===== src/rtl/core/bae_pkg.sv =====
// ----------------------------------------------------------------------------
// bae_pkg
// Shared types and constants of the binary arithmetic encoder.
// ----------------------------------------------------------------------------
`default_nettype none

package bae_pkg;

    // Input command codes
    localparam logic CMD_ENCODE = 1'b0;
    localparam logic CMD_FINISH = 1'b1;

    // Interval boundaries
    localparam logic [31:0] IV_TOP  = 32'hFFFF_FFFF;
    localparam logic [31:0] IV_HALF = 32'h8000_0000;
    localparam logic [31:0] IV_Q1   = 32'h4000_0000;
    localparam logic [31:0] IV_Q3   = 32'hC000_0000;

    // Radix-4 divider: 32 low dividend bits, two per cycle
    localparam int          DIV_STEPS = 16;
    localparam int          DIV_CNT_W = 4;

    // Classified item handed from the front to the back
    typedef struct packed {
        logic        command;
        logic        bit_value;
        logic [15:0] freq_zero;
        logic [16:0] total;
    } t_cmd;

    // One result item
    typedef struct packed {
        logic        lead_bit;
        logic [31:0] follower_count;
        logic        last_of_run;
        logic        stream_end;
    } t_res;

    typedef enum logic [2:0] {
        ST_IDLE,
        ST_MUL,
        ST_DIV,
        ST_UPD,
        ST_NORM,
        ST_FIN
    } t_back_state;

    typedef enum logic [1:0] {
        NS_EMIT0,
        NS_EMIT1,
        NS_PEND,
        NS_DONE
    } t_norm_step;

endpackage

`default_nettype wire


===== src/rtl/core/bae_in_if.sv =====
// ----------------------------------------------------------------------------
// bae_in_if
// Input channel of the encoder: valid/ready handshake with command payload.
// ----------------------------------------------------------------------------
`default_nettype none

interface bae_in_if;
    logic        valid;
    logic        ready;
    logic        command;
    logic        bit_value;
    logic [15:0] freq_zero;
    logic [15:0] freq_one;

    modport source (output valid, command, bit_value, freq_zero, freq_one, input ready);
    modport sink   (input valid, command, bit_value, freq_zero, freq_one, output ready);
endinterface

`default_nettype wire


===== src/rtl/core/bae_out_if.sv =====
// ----------------------------------------------------------------------------
// bae_out_if
// Output channel of the encoder: valid/ready handshake with result payload.
// ----------------------------------------------------------------------------
`default_nettype none

interface bae_out_if;
    logic        valid;
    logic        ready;
    logic        lead_bit;
    logic [31:0] follower_count;
    logic        last_of_run;
    logic        stream_end;

    modport source (output valid, lead_bit, follower_count, last_of_run, stream_end,
                    input ready);
    modport sink   (input valid, lead_bit, follower_count, last_of_run, stream_end,
                    output ready);
endinterface

`default_nettype wire


===== src/rtl/core/bae_front.sv =====
// ----------------------------------------------------------------------------
// bae_front
// Accept input items, clamp zero frequencies and form the frequency total.
// ----------------------------------------------------------------------------
`default_nettype none

module bae_front (
    input  wire logic          i_clk,
    input  wire logic          i_rst_n,
    input  wire logic          i_vld,
    input  wire logic          i_command,
    input  wire logic          i_bit_value,
    input  wire logic [15:0]   i_freq_zero,
    input  wire logic [15:0]   i_freq_one,
    output logic               o_rdy,
    output logic               o_cmd_vld,
    output bae_pkg::t_cmd      o_cmd,
    input  wire logic          i_cmd_rdy
);

    logic          r_vld;
    logic          n_vld;
    bae_pkg::t_cmd r_cmd;
    bae_pkg::t_cmd n_cmd;
    logic [15:0]   w_f0;
    logic [15:0]   w_f1;

    assign w_f0 = (i_freq_zero == 16'd0) ? 16'd1 : i_freq_zero;
    assign w_f1 = (i_freq_one  == 16'd0) ? 16'd1 : i_freq_one;

    assign o_rdy     = !r_vld || i_cmd_rdy;
    assign o_cmd_vld = r_vld;
    assign o_cmd     = r_cmd;

    always_comb begin
        n_vld = r_vld;
        n_cmd = r_cmd;
        if (r_vld && i_cmd_rdy) begin
            n_vld = 1'b0;
        end
        if (i_vld && o_rdy) begin
            n_vld           = 1'b1;
            n_cmd.command   = i_command;
            n_cmd.bit_value = i_bit_value;
            n_cmd.freq_zero = w_f0;
            n_cmd.total     = {1'b0, w_f0} + {1'b0, w_f1};
        end
    end

    always_ff @(posedge i_clk) begin
        if (!i_rst_n) begin
            r_vld <= 1'b0;
        end else begin
            r_vld <= n_vld;
        end
        r_cmd <= n_cmd;
    end

endmodule

`default_nettype wire


===== src/rtl/core/bae_queue.sv =====
// ----------------------------------------------------------------------------
// bae_queue
// Small FIFO of classified items between the front and the back.
// ----------------------------------------------------------------------------
`default_nettype none

module bae_queue #(
    parameter int DEPTH = 2
) (
    input  wire logic          i_clk,
    input  wire logic          i_rst_n,
    input  wire logic          i_wr_vld,
    input  wire bae_pkg::t_cmd i_wr_data,
    output logic               o_wr_rdy,
    output logic               o_rd_vld,
    output bae_pkg::t_cmd      o_rd_data,
    input  wire logic          i_rd_rdy
);

    localparam int PTR_W = (DEPTH > 1) ? $clog2(DEPTH) : 1;
    localparam int CNT_W = $clog2(DEPTH + 1);

    bae_pkg::t_cmd    r_mem [DEPTH];
    logic [PTR_W-1:0] r_wr_ptr;
    logic [PTR_W-1:0] r_rd_ptr;
    logic [CNT_W-1:0] r_cnt;
    logic             w_wr;
    logic             w_rd;

    assign o_wr_rdy  = (r_cnt != CNT_W'(DEPTH));
    assign o_rd_vld  = (r_cnt != '0);
    assign o_rd_data = r_mem[r_rd_ptr];
    assign w_wr      = i_wr_vld && o_wr_rdy;
    assign w_rd      = o_rd_vld && i_rd_rdy;

    function automatic logic [PTR_W-1:0] ptr_inc(input logic [PTR_W-1:0] p);
        ptr_inc = (p == PTR_W'(DEPTH - 1)) ? '0 : p + PTR_W'(1);
    endfunction

    always_ff @(posedge i_clk) begin
        if (!i_rst_n) begin
            r_wr_ptr <= '0;
            r_rd_ptr <= '0;
            r_cnt    <= '0;
        end else begin
            if (w_wr) begin
                r_wr_ptr <= ptr_inc(r_wr_ptr);
            end
            if (w_rd) begin
                r_rd_ptr <= ptr_inc(r_rd_ptr);
            end
            if (w_wr && !w_rd) begin
                r_cnt <= r_cnt + CNT_W'(1);
            end else if (w_rd && !w_wr) begin
                r_cnt <= r_cnt - CNT_W'(1);
            end
        end
        if (w_wr) begin
            r_mem[r_wr_ptr] <= i_wr_data;
        end
    end

endmodule

`default_nettype wire


===== src/rtl/core/bae_back.sv =====
// ----------------------------------------------------------------------------
// bae_back
// Narrow the interval (multiply, radix-4 divide), renormalize one bit per
// cycle unless stalled by output; settled bits go via staging and output regs.
// ----------------------------------------------------------------------------
`default_nettype none

module bae_back (
    input  wire logic          i_clk,
    input  wire logic          i_rst_n,
    input  wire logic          i_cmd_vld,
    input  wire bae_pkg::t_cmd i_cmd,
    output logic               o_cmd_rdy,
    output logic               o_res_vld,
    output bae_pkg::t_res      o_res,
    input  wire logic          i_res_rdy
);

    bae_pkg::t_back_state r_state;
    bae_pkg::t_back_state n_state;

    logic [31:0]                 r_low,   n_low;
    logic [31:0]                 r_high,  n_high;
    logic [31:0]                 r_pend,  n_pend;
    logic                        r_bit,   n_bit;
    logic [15:0]                 r_f0,    n_f0;
    logic [16:0]                 r_total, n_total;
    logic [32:0]                 r_range, n_range;
    logic [16:0]                 r_rem,   n_rem;
    logic [31:0]                 r_num,   n_num;
    logic [31:0]                 r_quo,   n_quo;
    logic [bae_pkg::DIV_CNT_W-1:0] r_cnt, n_cnt;
    logic                        r_stg_vld, n_stg_vld;
    bae_pkg::t_res               r_stg,   n_stg;
    logic                        r_out_vld, n_out_vld;
    bae_pkg::t_res               r_out,   n_out;

    logic                 w_out_free;
    logic [47:0]          w_mul;
    logic [48:0]          w_prod;
    logic [17:0]          w_t1;
    logic [17:0]          w_t2;
    logic                 w_ge1;
    logic                 w_ge2;
    logic [16:0]          w_rem1;
    logic [16:0]          w_rem2;
    bae_pkg::t_norm_step  w_step;
    logic [31:0]          w_sub;
    logic [31:0]          w_lo_sub;
    logic [31:0]          w_hi_sub;
    logic [31:0]          w_pend_inc;

    assign w_out_free = !r_out_vld || i_res_rdy;
    assign o_cmd_rdy  = (r_state == bae_pkg::ST_IDLE);
    assign o_res_vld  = r_out_vld;
    assign o_res      = r_out;

    // Product range * freq_zero; range bit 32 only in the full interval
    assign w_mul  = 48'(r_range[31:0]) * 48'(r_f0);
    assign w_prod = {1'b0, w_mul} + (r_range[32] ? {1'b0, r_f0, 32'd0} : 49'd0);

    // Two restoring division steps per cycle
    assign w_t1   = {r_rem, r_num[31]};
    assign w_ge1  = (w_t1 >= {1'b0, r_total});
    assign w_rem1 = w_ge1 ? 17'(w_t1 - {1'b0, r_total}) : w_t1[16:0];
    assign w_t2   = {w_rem1, r_num[30]};
    assign w_ge2  = (w_t2 >= {1'b0, r_total});
    assign w_rem2 = w_ge2 ? 17'(w_t2 - {1'b0, r_total}) : w_t2[16:0];

    // Renormalization step classification
    always_comb begin
        if (r_high < bae_pkg::IV_HALF) begin
            w_step = bae_pkg::NS_EMIT0;
            w_sub  = 32'd0;
        end else if (r_low >= bae_pkg::IV_HALF) begin
            w_step = bae_pkg::NS_EMIT1;
            w_sub  = bae_pkg::IV_HALF;
        end else if (r_low >= bae_pkg::IV_Q1 && r_high < bae_pkg::IV_Q3) begin
            w_step = bae_pkg::NS_PEND;
            w_sub  = bae_pkg::IV_Q1;
        end else begin
            w_step = bae_pkg::NS_DONE;
            w_sub  = 32'd0;
        end
    end

    assign w_lo_sub   = r_low - w_sub;
    assign w_hi_sub   = r_high - w_sub;
    assign w_pend_inc = (r_pend == bae_pkg::IV_TOP) ? r_pend : r_pend + 32'd1;

    // Next state
    always_comb begin
        n_state = r_state;
        case (r_state)
            bae_pkg::ST_IDLE: begin
                if (i_cmd_vld) begin
                    n_state = (i_cmd.command == bae_pkg::CMD_FINISH) ?
                              bae_pkg::ST_FIN : bae_pkg::ST_MUL;
                end
            end
            bae_pkg::ST_MUL: begin
                n_state = bae_pkg::ST_DIV;
            end
            bae_pkg::ST_DIV: begin
                if (r_cnt == bae_pkg::DIV_CNT_W'(bae_pkg::DIV_STEPS - 1)) begin
                    n_state = bae_pkg::ST_UPD;
                end
            end
            bae_pkg::ST_UPD: begin
                n_state = bae_pkg::ST_NORM;
            end
            bae_pkg::ST_NORM: begin
                if (w_step == bae_pkg::NS_DONE && (!r_stg_vld || w_out_free)) begin
                    n_state = bae_pkg::ST_IDLE;
                end
            end
            bae_pkg::ST_FIN: begin
                if (w_out_free) begin
                    n_state = bae_pkg::ST_IDLE;
                end
            end
            default: begin
                n_state = bae_pkg::ST_IDLE;
            end
        endcase
    end

    // Datapath and result registers
    always_comb begin
        n_low     = r_low;
        n_high    = r_high;
        n_pend    = r_pend;
        n_bit     = r_bit;
        n_f0      = r_f0;
        n_total   = r_total;
        n_range   = r_range;
        n_rem     = r_rem;
        n_num     = r_num;
        n_quo     = r_quo;
        n_cnt     = r_cnt;
        n_stg_vld = r_stg_vld;
        n_stg     = r_stg;
        n_out_vld = r_out_vld;
        n_out     = r_out;

        if (r_out_vld && i_res_rdy) begin
            n_out_vld = 1'b0;
        end

        case (r_state)
            bae_pkg::ST_IDLE: begin
                if (i_cmd_vld) begin
                    n_bit   = i_cmd.bit_value;
                    n_f0    = i_cmd.freq_zero;
                    n_total = i_cmd.total;
                    n_range = {1'b0, r_high} - {1'b0, r_low} + 33'd1;
                end
            end
            bae_pkg::ST_MUL: begin
                n_rem = w_prod[48:32];
                n_num = w_prod[31:0];
                n_quo = 32'd0;
                n_cnt = '0;
            end
            bae_pkg::ST_DIV: begin
                n_rem = w_rem2;
                n_num = {r_num[29:0], 2'b00};
                n_quo = {r_quo[29:0], w_ge1, w_ge2};
                n_cnt = r_cnt + bae_pkg::DIV_CNT_W'(1);
            end
            bae_pkg::ST_UPD: begin
                // A one takes the upper share: high stays, low moves up
                if (r_bit) begin
                    n_low = r_low + r_quo;
                end else begin
                    n_high = r_low + r_quo - 32'd1;
                end
            end
            bae_pkg::ST_NORM: begin
                case (w_step)
                    bae_pkg::NS_EMIT0, bae_pkg::NS_EMIT1: begin
                        if (!r_stg_vld || w_out_free) begin
                            if (r_stg_vld) begin
                                n_out_vld         = 1'b1;
                                n_out             = r_stg;
                                n_out.last_of_run = 1'b0;
                            end
                            n_stg_vld            = 1'b1;
                            n_stg.lead_bit       = (w_step == bae_pkg::NS_EMIT1);
                            n_stg.follower_count = r_pend;
                            n_stg.last_of_run    = 1'b0;
                            n_stg.stream_end     = 1'b0;
                            n_pend               = 32'd0;
                            n_low                = {w_lo_sub[30:0], 1'b0};
                            n_high               = {w_hi_sub[30:0], 1'b1};
                        end
                    end
                    bae_pkg::NS_PEND: begin
                        n_pend = w_pend_inc;
                        n_low  = {w_lo_sub[30:0], 1'b0};
                        n_high = {w_hi_sub[30:0], 1'b1};
                    end
                    default: begin
                        // Flush the held result as the last one of the item
                        if (r_stg_vld && w_out_free) begin
                            n_out_vld         = 1'b1;
                            n_out             = r_stg;
                            n_out.last_of_run = 1'b1;
                            n_stg_vld         = 1'b0;
                        end
                    end
                endcase
            end
            bae_pkg::ST_FIN: begin
                if (w_out_free) begin
                    n_out_vld            = 1'b1;
                    n_out.lead_bit       = (r_low >= bae_pkg::IV_Q1);
                    n_out.follower_count = w_pend_inc;
                    n_out.last_of_run    = 1'b1;
                    n_out.stream_end     = 1'b1;
                    n_low                = 32'd0;
                    n_high               = bae_pkg::IV_TOP;
                    n_pend               = 32'd0;
                end
            end
            default: begin
                n_cnt = '0;
            end
        endcase
    end

    always_ff @(posedge i_clk) begin
        if (!i_rst_n) begin
            r_state   <= bae_pkg::ST_IDLE;
            r_low     <= 32'd0;
            r_high    <= bae_pkg::IV_TOP;
            r_pend    <= 32'd0;
            r_cnt     <= '0;
            r_stg_vld <= 1'b0;
            r_out_vld <= 1'b0;
        end else begin
            r_state   <= n_state;
            r_low     <= n_low;
            r_high    <= n_high;
            r_pend    <= n_pend;
            r_cnt     <= n_cnt;
            r_stg_vld <= n_stg_vld;
            r_out_vld <= n_out_vld;
        end
        r_bit   <= n_bit;
        r_f0    <= n_f0;
        r_total <= n_total;
        r_range <= n_range;
        r_rem   <= n_rem;
        r_num   <= n_num;
        r_quo   <= n_quo;
        r_stg   <= n_stg;
        r_out   <= n_out;
    end

endmodule

`default_nettype wire


===== src/rtl/core/binary_arithmetic_encoder_top.sv =====
// ----------------------------------------------------------------------------
// binary_arithmetic_encoder_top
// 32-bit binary arithmetic encoder with deferred (underflow) bit handling.
// ----------------------------------------------------------------------------
// Encode item: front register, queue, dequeue, multiply, radix-4 divide loop,
//   update, then one renormalization shift per cycle unless the output
//   stalls, and a closing step.
// Finish item: dequeue, then the finish state. Throughput is one item per back
//   pass; the front and queue take new items while the back is busy.
// Reset (synchronous, active low): interval [0, 0xFFFFFFFF], no pending bits,
//   queue, staging and output registers empty.
// ----------------------------------------------------------------------------
`default_nettype none

module binary_arithmetic_encoder_top #(
    parameter int QUEUE_DEPTH = 2
) (
    input  wire logic i_clk,
    input  wire logic i_rst_n,
    bae_in_if.sink    i_in,
    bae_out_if.source o_out
);

    // Front to queue
    logic          w_fq_vld;
    logic          w_fq_rdy;
    bae_pkg::t_cmd w_fq_cmd;

    // Queue to back
    logic          w_qb_vld;
    logic          w_qb_rdy;
    bae_pkg::t_cmd w_qb_cmd;

    // Back to output channel
    logic          w_res_vld;
    bae_pkg::t_res w_res;

    // Front: accept items, clamp zero frequencies, form the total
    bae_front u_front (
        .i_clk       (i_clk),
        .i_rst_n     (i_rst_n),
        .i_vld       (i_in.valid),
        .i_command   (i_in.command),
        .i_bit_value (i_in.bit_value),
        .i_freq_zero (i_in.freq_zero),
        .i_freq_one  (i_in.freq_one),
        .o_rdy       (i_in.ready),
        .o_cmd_vld   (w_fq_vld),
        .o_cmd       (w_fq_cmd),
        .i_cmd_rdy   (w_fq_rdy)
    );

    // Queue: decouple the front from the multi-cycle back
    bae_queue #(
        .DEPTH (QUEUE_DEPTH)
    ) u_queue (
        .i_clk     (i_clk),
        .i_rst_n   (i_rst_n),
        .i_wr_vld  (w_fq_vld),
        .i_wr_data (w_fq_cmd),
        .o_wr_rdy  (w_fq_rdy),
        .o_rd_vld  (w_qb_vld),
        .o_rd_data (w_qb_cmd),
        .i_rd_rdy  (w_qb_rdy)
    );

    // Back: interval arithmetic, renormalization, result delivery
    bae_back u_back (
        .i_clk     (i_clk),
        .i_rst_n   (i_rst_n),
        .i_cmd_vld (w_qb_vld),
        .i_cmd     (w_qb_cmd),
        .o_cmd_rdy (w_qb_rdy),
        .o_res_vld (w_res_vld),
        .o_res     (w_res),
        .i_res_rdy (o_out.ready)
    );

    // Drive the output channel straight from the back's output register
    assign o_out.valid          = w_res_vld;
    assign o_out.lead_bit       = w_res.lead_bit;
    assign o_out.follower_count = w_res.follower_count;
    assign o_out.last_of_run    = w_res.last_of_run;
    assign o_out.stream_end     = w_res.stream_end;

endmodule

`default_nettype wire

===== src/flat_wrapper.sv =====
// flat-port wrapper written by rule: the top's interface ports become plain ports
module binary_arithmetic_encoder_top_flat 
#(
    parameter int QUEUE_DEPTH = 2
)
  (i_clk, i_rst_n, i_in_valid, i_in_command, i_in_bit_value, i_in_freq_zero, i_in_freq_one, i_in_ready, o_out_valid, o_out_lead_bit, o_out_follower_count, o_out_last_of_run, o_out_stream_end, o_out_ready);
  bae_in_if i_in_i ();
  bae_out_if o_out_i ();
  input  wire logic i_clk;
  input  wire logic i_rst_n;
  input wire logic [$bits(i_in_i.valid)-1:0] i_in_valid;
  input wire logic [$bits(i_in_i.command)-1:0] i_in_command;
  input wire logic [$bits(i_in_i.bit_value)-1:0] i_in_bit_value;
  input wire logic [$bits(i_in_i.freq_zero)-1:0] i_in_freq_zero;
  input wire logic [$bits(i_in_i.freq_one)-1:0] i_in_freq_one;
  output wire logic [$bits(i_in_i.ready)-1:0] i_in_ready;
  output wire logic [$bits(o_out_i.valid)-1:0] o_out_valid;
  output wire logic [$bits(o_out_i.lead_bit)-1:0] o_out_lead_bit;
  output wire logic [$bits(o_out_i.follower_count)-1:0] o_out_follower_count;
  output wire logic [$bits(o_out_i.last_of_run)-1:0] o_out_last_of_run;
  output wire logic [$bits(o_out_i.stream_end)-1:0] o_out_stream_end;
  input wire logic [$bits(o_out_i.ready)-1:0] o_out_ready;
  assign i_in_i.valid = i_in_valid;
  assign i_in_i.command = i_in_command;
  assign i_in_i.bit_value = i_in_bit_value;
  assign i_in_i.freq_zero = i_in_freq_zero;
  assign i_in_i.freq_one = i_in_freq_one;
  assign i_in_ready = i_in_i.ready;
  assign o_out_valid = o_out_i.valid;
  assign o_out_lead_bit = o_out_i.lead_bit;
  assign o_out_follower_count = o_out_i.follower_count;
  assign o_out_last_of_run = o_out_i.last_of_run;
  assign o_out_stream_end = o_out_i.stream_end;
  assign o_out_i.ready = o_out_ready;
  binary_arithmetic_encoder_top #(.QUEUE_DEPTH(QUEUE_DEPTH)) u_core (.i_clk(i_clk), .i_rst_n(i_rst_n), .i_in(i_in_i), .o_out(o_out_i));
endmodule

===== config.mk =====
export PLATFORM = sky130hd
export DESIGN_NAME = binary_arithmetic_encoder_top_flat
export DESIGN_NICKNAME = d
export VERILOG_FILES = /design/src/rtl/core/bae_pkg.sv /design/src/rtl/core/bae_in_if.sv /design/src/rtl/core/bae_out_if.sv /design/src/rtl/core/bae_front.sv /design/src/rtl/core/bae_queue.sv /design/src/rtl/core/bae_back.sv /design/src/rtl/core/binary_arithmetic_encoder_top.sv /design/src/flat_wrapper.sv
export SDC_FILE = /design/constraint.sdc
export NUM_CORES = 2
export LEC_CHECK = 0
export BUFFER_PORTS_ARGS = -buffer_cell sky130_fd_sc_hd__buf_2
export CORE_MARGIN = 4
export CORE_UTILIZATION = 60
export CTS_BUF_LIST = sky130_fd_sc_hd__clkbuf_2
export CTS_CLUSTER_DIAMETER = 120
export CTS_CLUSTER_SIZE = 30
export DETAILED_ROUTE_END_ITERATION = 7
export HOLD_SLACK_MARGIN = 0.03
export PLACE_DENSITY = 0.77
export SLEW_MARGIN = 20
export SYNTH_ARGS = -nofsm -noshare
export SYNTH_HDL_FRONTEND = slang
export SYNTH_SLANG_ARGS = --single-unit

===== constraint.sdc =====
create_clock -name i_clk -period 7.35 [get_ports i_clk]
set_input_delay 1.47 -clock i_clk [delete_from_list [all_inputs] [get_ports i_clk]]
set_output_delay 1.47 -clock i_clk [all_outputs]
set_load 0.02 [all_outputs]

==> impl_results.md <==
- Crit path max-delay family: adder cells
- Worst hold endpoint: u_core.u_queue.r_mem[1][28]
- GR peak layer: met2
- Worst Skew: 0.137 ns
- R2R Setup Slk: 0.23 ns
- Final Max Tran Viols: 0
- Initial antenna violation count: 3
- Root buffer cell: clkbuf_2
- All-Layer GR Usage: 26.0%
- Tightest Hold Check Type: flip-flop to flip-flop
- DRC viols: 0
- Most used cell along the critical path: fa_1
- Pin count of the biggest net entering global routing: 70
- Final hold slack: 0.446 ns
- FF+latch count, synth: 432
- Vias in the first global route: 29900
- R2R cell count: 23
- IO Count: 75
- Hold Fails Final Rpt: 0
- Worst slack, placed: 0.132 ns
- Arrival @ worst endpoint: 8.06 ns
- CTS sink cnt: 432
- CP max FO: 9
- Crit path buf inv count: 5
- Slew of the pin with the lowest slew margin: 1.08 ns
- Slowest Stage Delay on Critical Path: 0.58 ns
- Nets: 5072
- Top FF cell, synth: edfxtp_1
- F_max: 0.140 GHz
- Met1 Use GR: 37.6%
- Detailed-route via count: 30300
- Crit. path cell count: 23
- Hold Startpoint: u_core.u_front.o_cmd[28]
- Core Area: 0.0673 sq mm
- Syn_nets: 5086
- Router iterations before antenna repair: 6
- CP Launch Type: flip-flop
- Finished Core Util: 63.5%
- Starting Density: 60.6%
- Final setup viols: 0
- Die Y: 269 um
- Synth cell types: 81
- Area of the multi-input gates: 0.0257 sq mm
- Max Buffers Root-to-Sink: 3
- Worst-skew pair later-pin latency: 1.17 ns
- Share of the synthesized area in the top cell type: 23.7%
- Synth warn: 0
- H-Tree Depth: 1
- Die width: 269 um
- Drt first-iter violations: 2849
- Antenna-violating nets left: 0
- Wire per inst: 18.2 um
- First-pass GRT wire length: 153000 um
- Min Tclk post-route: 7.12 ns
- Post-synthesis sequential area ratio: 29.1%
- Estimated wirelength of the detail-placed design: 72400 um
- Placer Congestion: 0.909
- Syn Inst Count: 4315
- MaxCap Viol Count: 0
- # fillers: 5478
- Status: finished, final reports clean
- CP cell instances: buf_4, and2_1, fa_1, inv_1, fa_1, fa_1, inv_1, fa_1, fa_1, inv_1, fa_1, inv_1, ha_1, a21oi_1, o21a_1, o31ai_2, a311o_1, a21o_1, a21boi_0, nand2b_1, a21oi_1, xor2_1, mux2i_1
- Grt met3 use: 3.66%
- Area delta synth->final: 4.79%
- FF+latch area: 0.0119 sq mm
- Layout cells sized above 1: 7.05%
- WS Path Type: flip-flop to flip-flop
- Crit end category: flip-flop
- Worst reg2reg path endpoint: u_core.u_back.r_rem[9]
- Fin crit share: 96.8%
- Slowest cell on crit path: edfxtp_1
- Leading area contributor after synthesis: edfxtp_1
- Post-Syn Area per Cell: 9.44 sq um
- DIE AREA: 0.0721 sq mm
- Gr ovfl total: 0
- Reg-to-reg critical path startpoint: u_core.u_back.r_range[8]
- Clock slew at reported path FFs: 0.57 ns
- CTS Buf Count: 19
- Hold Path Depth: 0
- IO buf count: 74
- Num rows: 95
- GR Layer Usage met2: 41.8%
- Post-synth ARST share: 0%
- CTS tree: yes
- Synth top area cells: edfxtp_1, fa_1, ha_1
- Slew margin rel.: 27.2%
- Netlist Area Pre-Place: 0.0407 sq mm
- Final WS setup: 0.232 ns
- CP Data Required Time: 8.30 ns
- Final wirelength: 94400 um
- Vias per inst: 5.85
- Number of synthesized flops with an enable pin: 321
- Hold-fix buffers, CTS: 0
-- layout make-up --
type	instances	area share, %
multi-input cells	3002	60.1
flip-flops and latches	432	27.8
inverters	662	5.82
repair buffers	184	3.22
well taps	873	2.56
clock buffers	27	0.316
clock inverters	6	0.202
diodes	1	0.00586
-- placed cells by master, fill, tap and decap left out, types with 95 or more instances in the layout --
| master | Yosys | routed |
|---|---|---|
| edfxtp_1 | 321 | 321 |
| inv_1 | 661 | 661 |
| nand2_1 | 528 | 525 |
| and2_1 | 254 | 254 |
| buf_4 | 0 | 95 |
| a21oi_1 | 185 | 181 |
| dfxtp_1 | 111 | 111 |
| o21ai_0 | 185 | 185 |
| nor2_1 | 205 | 200 |
| xnor2_1 | 106 | 106 |
| ha_1 | 294 | 294 |
| fa_1 | 439 | 439 |
-- synth_stat cells, drive strengths merged, types with 69 or more instances --
library cell,number
inv,661
clkbuf,201
edfxtp,321
a21oi,186
xnor2,106
a21o,75
nor2,205
xor2,88
fa,439
dfxtp,111
o21ai,187
nand3,69
nand2,528
and2,257
ha,294
-- worst register-to-register path, cell delays in order (launching register included) --
cell and delay [ns]:
edfxtp_1 0.58, buf_4 0.21, and2_1 0.17, fa_1 0.47, inv_1 0.05, fa_1 0.49
fa_1 0.52, inv_1 0.05, fa_1 0.47, fa_1 0.55, inv_1 0.07, fa_1 0.53
inv_1 0.07, ha_1 0.37, a21oi_1 0.24, o21a_1 0.17, o31ai_2 0.09, a311o_1 0.48
a21o_1 0.28, a21boi_0 0.34, nand2b_1 0.09, a21oi_1 0.23, xor2_1 0.25, mux2i_1 0.11
-- what timing repair did --
| action | in CTS | in global routing |
|---|---|---|
| resized for setup | 0 | 5 |
| setup endpoints to repair | 0 | 13 |
| buffers inserted | 0 | 36 |
-- cells by family after synthesis --
family,share of synthesized area [%]
simple gates,15.7
buf+inv,8.18
fa+ha+maj,30.6
compound gates,10.8
flops,29.1
xor+xnor,4.17
mux,1.39
-- per-layer routing --
metal / wire length [um] / up-vias / share of wire, %
met5: 13 / - / 0.014
met4: 2960 / 2 / 3.1
met3: 6470 / 198 / 6.9
met2: 43400 / 1117 / 46
met1: 41600 / 14900 / 44
li1: - / 14100 / -
-- registers in the layout (all words and copies together) (netlist names), 16 cells and up, named ones only --
signal / cells
u_core.u_back.r_total: 17
u_core.u_back.r_f0: 16
u_core.u_back.r_range: 33
u_core.u_back.r_low: 32
u_core.u_back.r_high: 32
u_core.u_back.r_rem: 17
u_core.u_back.r_quo: 32
u_core.u_back.r_num: 32
u_core.u_back.r_pend: 32
u_core.u_back.r_stg: 33
u_core.u_back.o_res: 35
u_core.u_front.o_cmd: 35
u_core.u_queue.r_mem: 70
-- through the flow --
stage                     instances  TNS, ns  instance area (sq um)
after floorplan                4315        0                  40700
after global placement         5115        0                  42100
after detailed placement       5115        0                  42100
after CTS                      5148        0                  42300
after global routing           5187  -0.0560                  42700
final                          5187        0                  42700
-- how the worst max path moves through the flow --
stage                              from                       to  slack (ns)
2_1_floorplan  u_core.u_back.r_state[1]  u_core.u_queue.r_cnt[1]        0.78
3_3_place_gp   u_core.u_back.r_range[5]  u_core.u_back.r_rem[14]        0.26
3_5_place_dp   u_core.u_back.r_range[5]  u_core.u_back.r_rem[14]        0.13
4_1_cts        u_core.u_back.r_range[7]  u_core.u_back.r_rem[14]        0.05
5_1_grt        u_core.u_back.r_range[7]   u_core.u_back.r_rem[1]       -0.03
6_report       u_core.u_back.r_range[8]   u_core.u_back.r_rem[9]        0.23
Power is left out: the tool's default activity adds up to more than one toggle a clock period on the data nets, which glitch-free logic cannot reach.
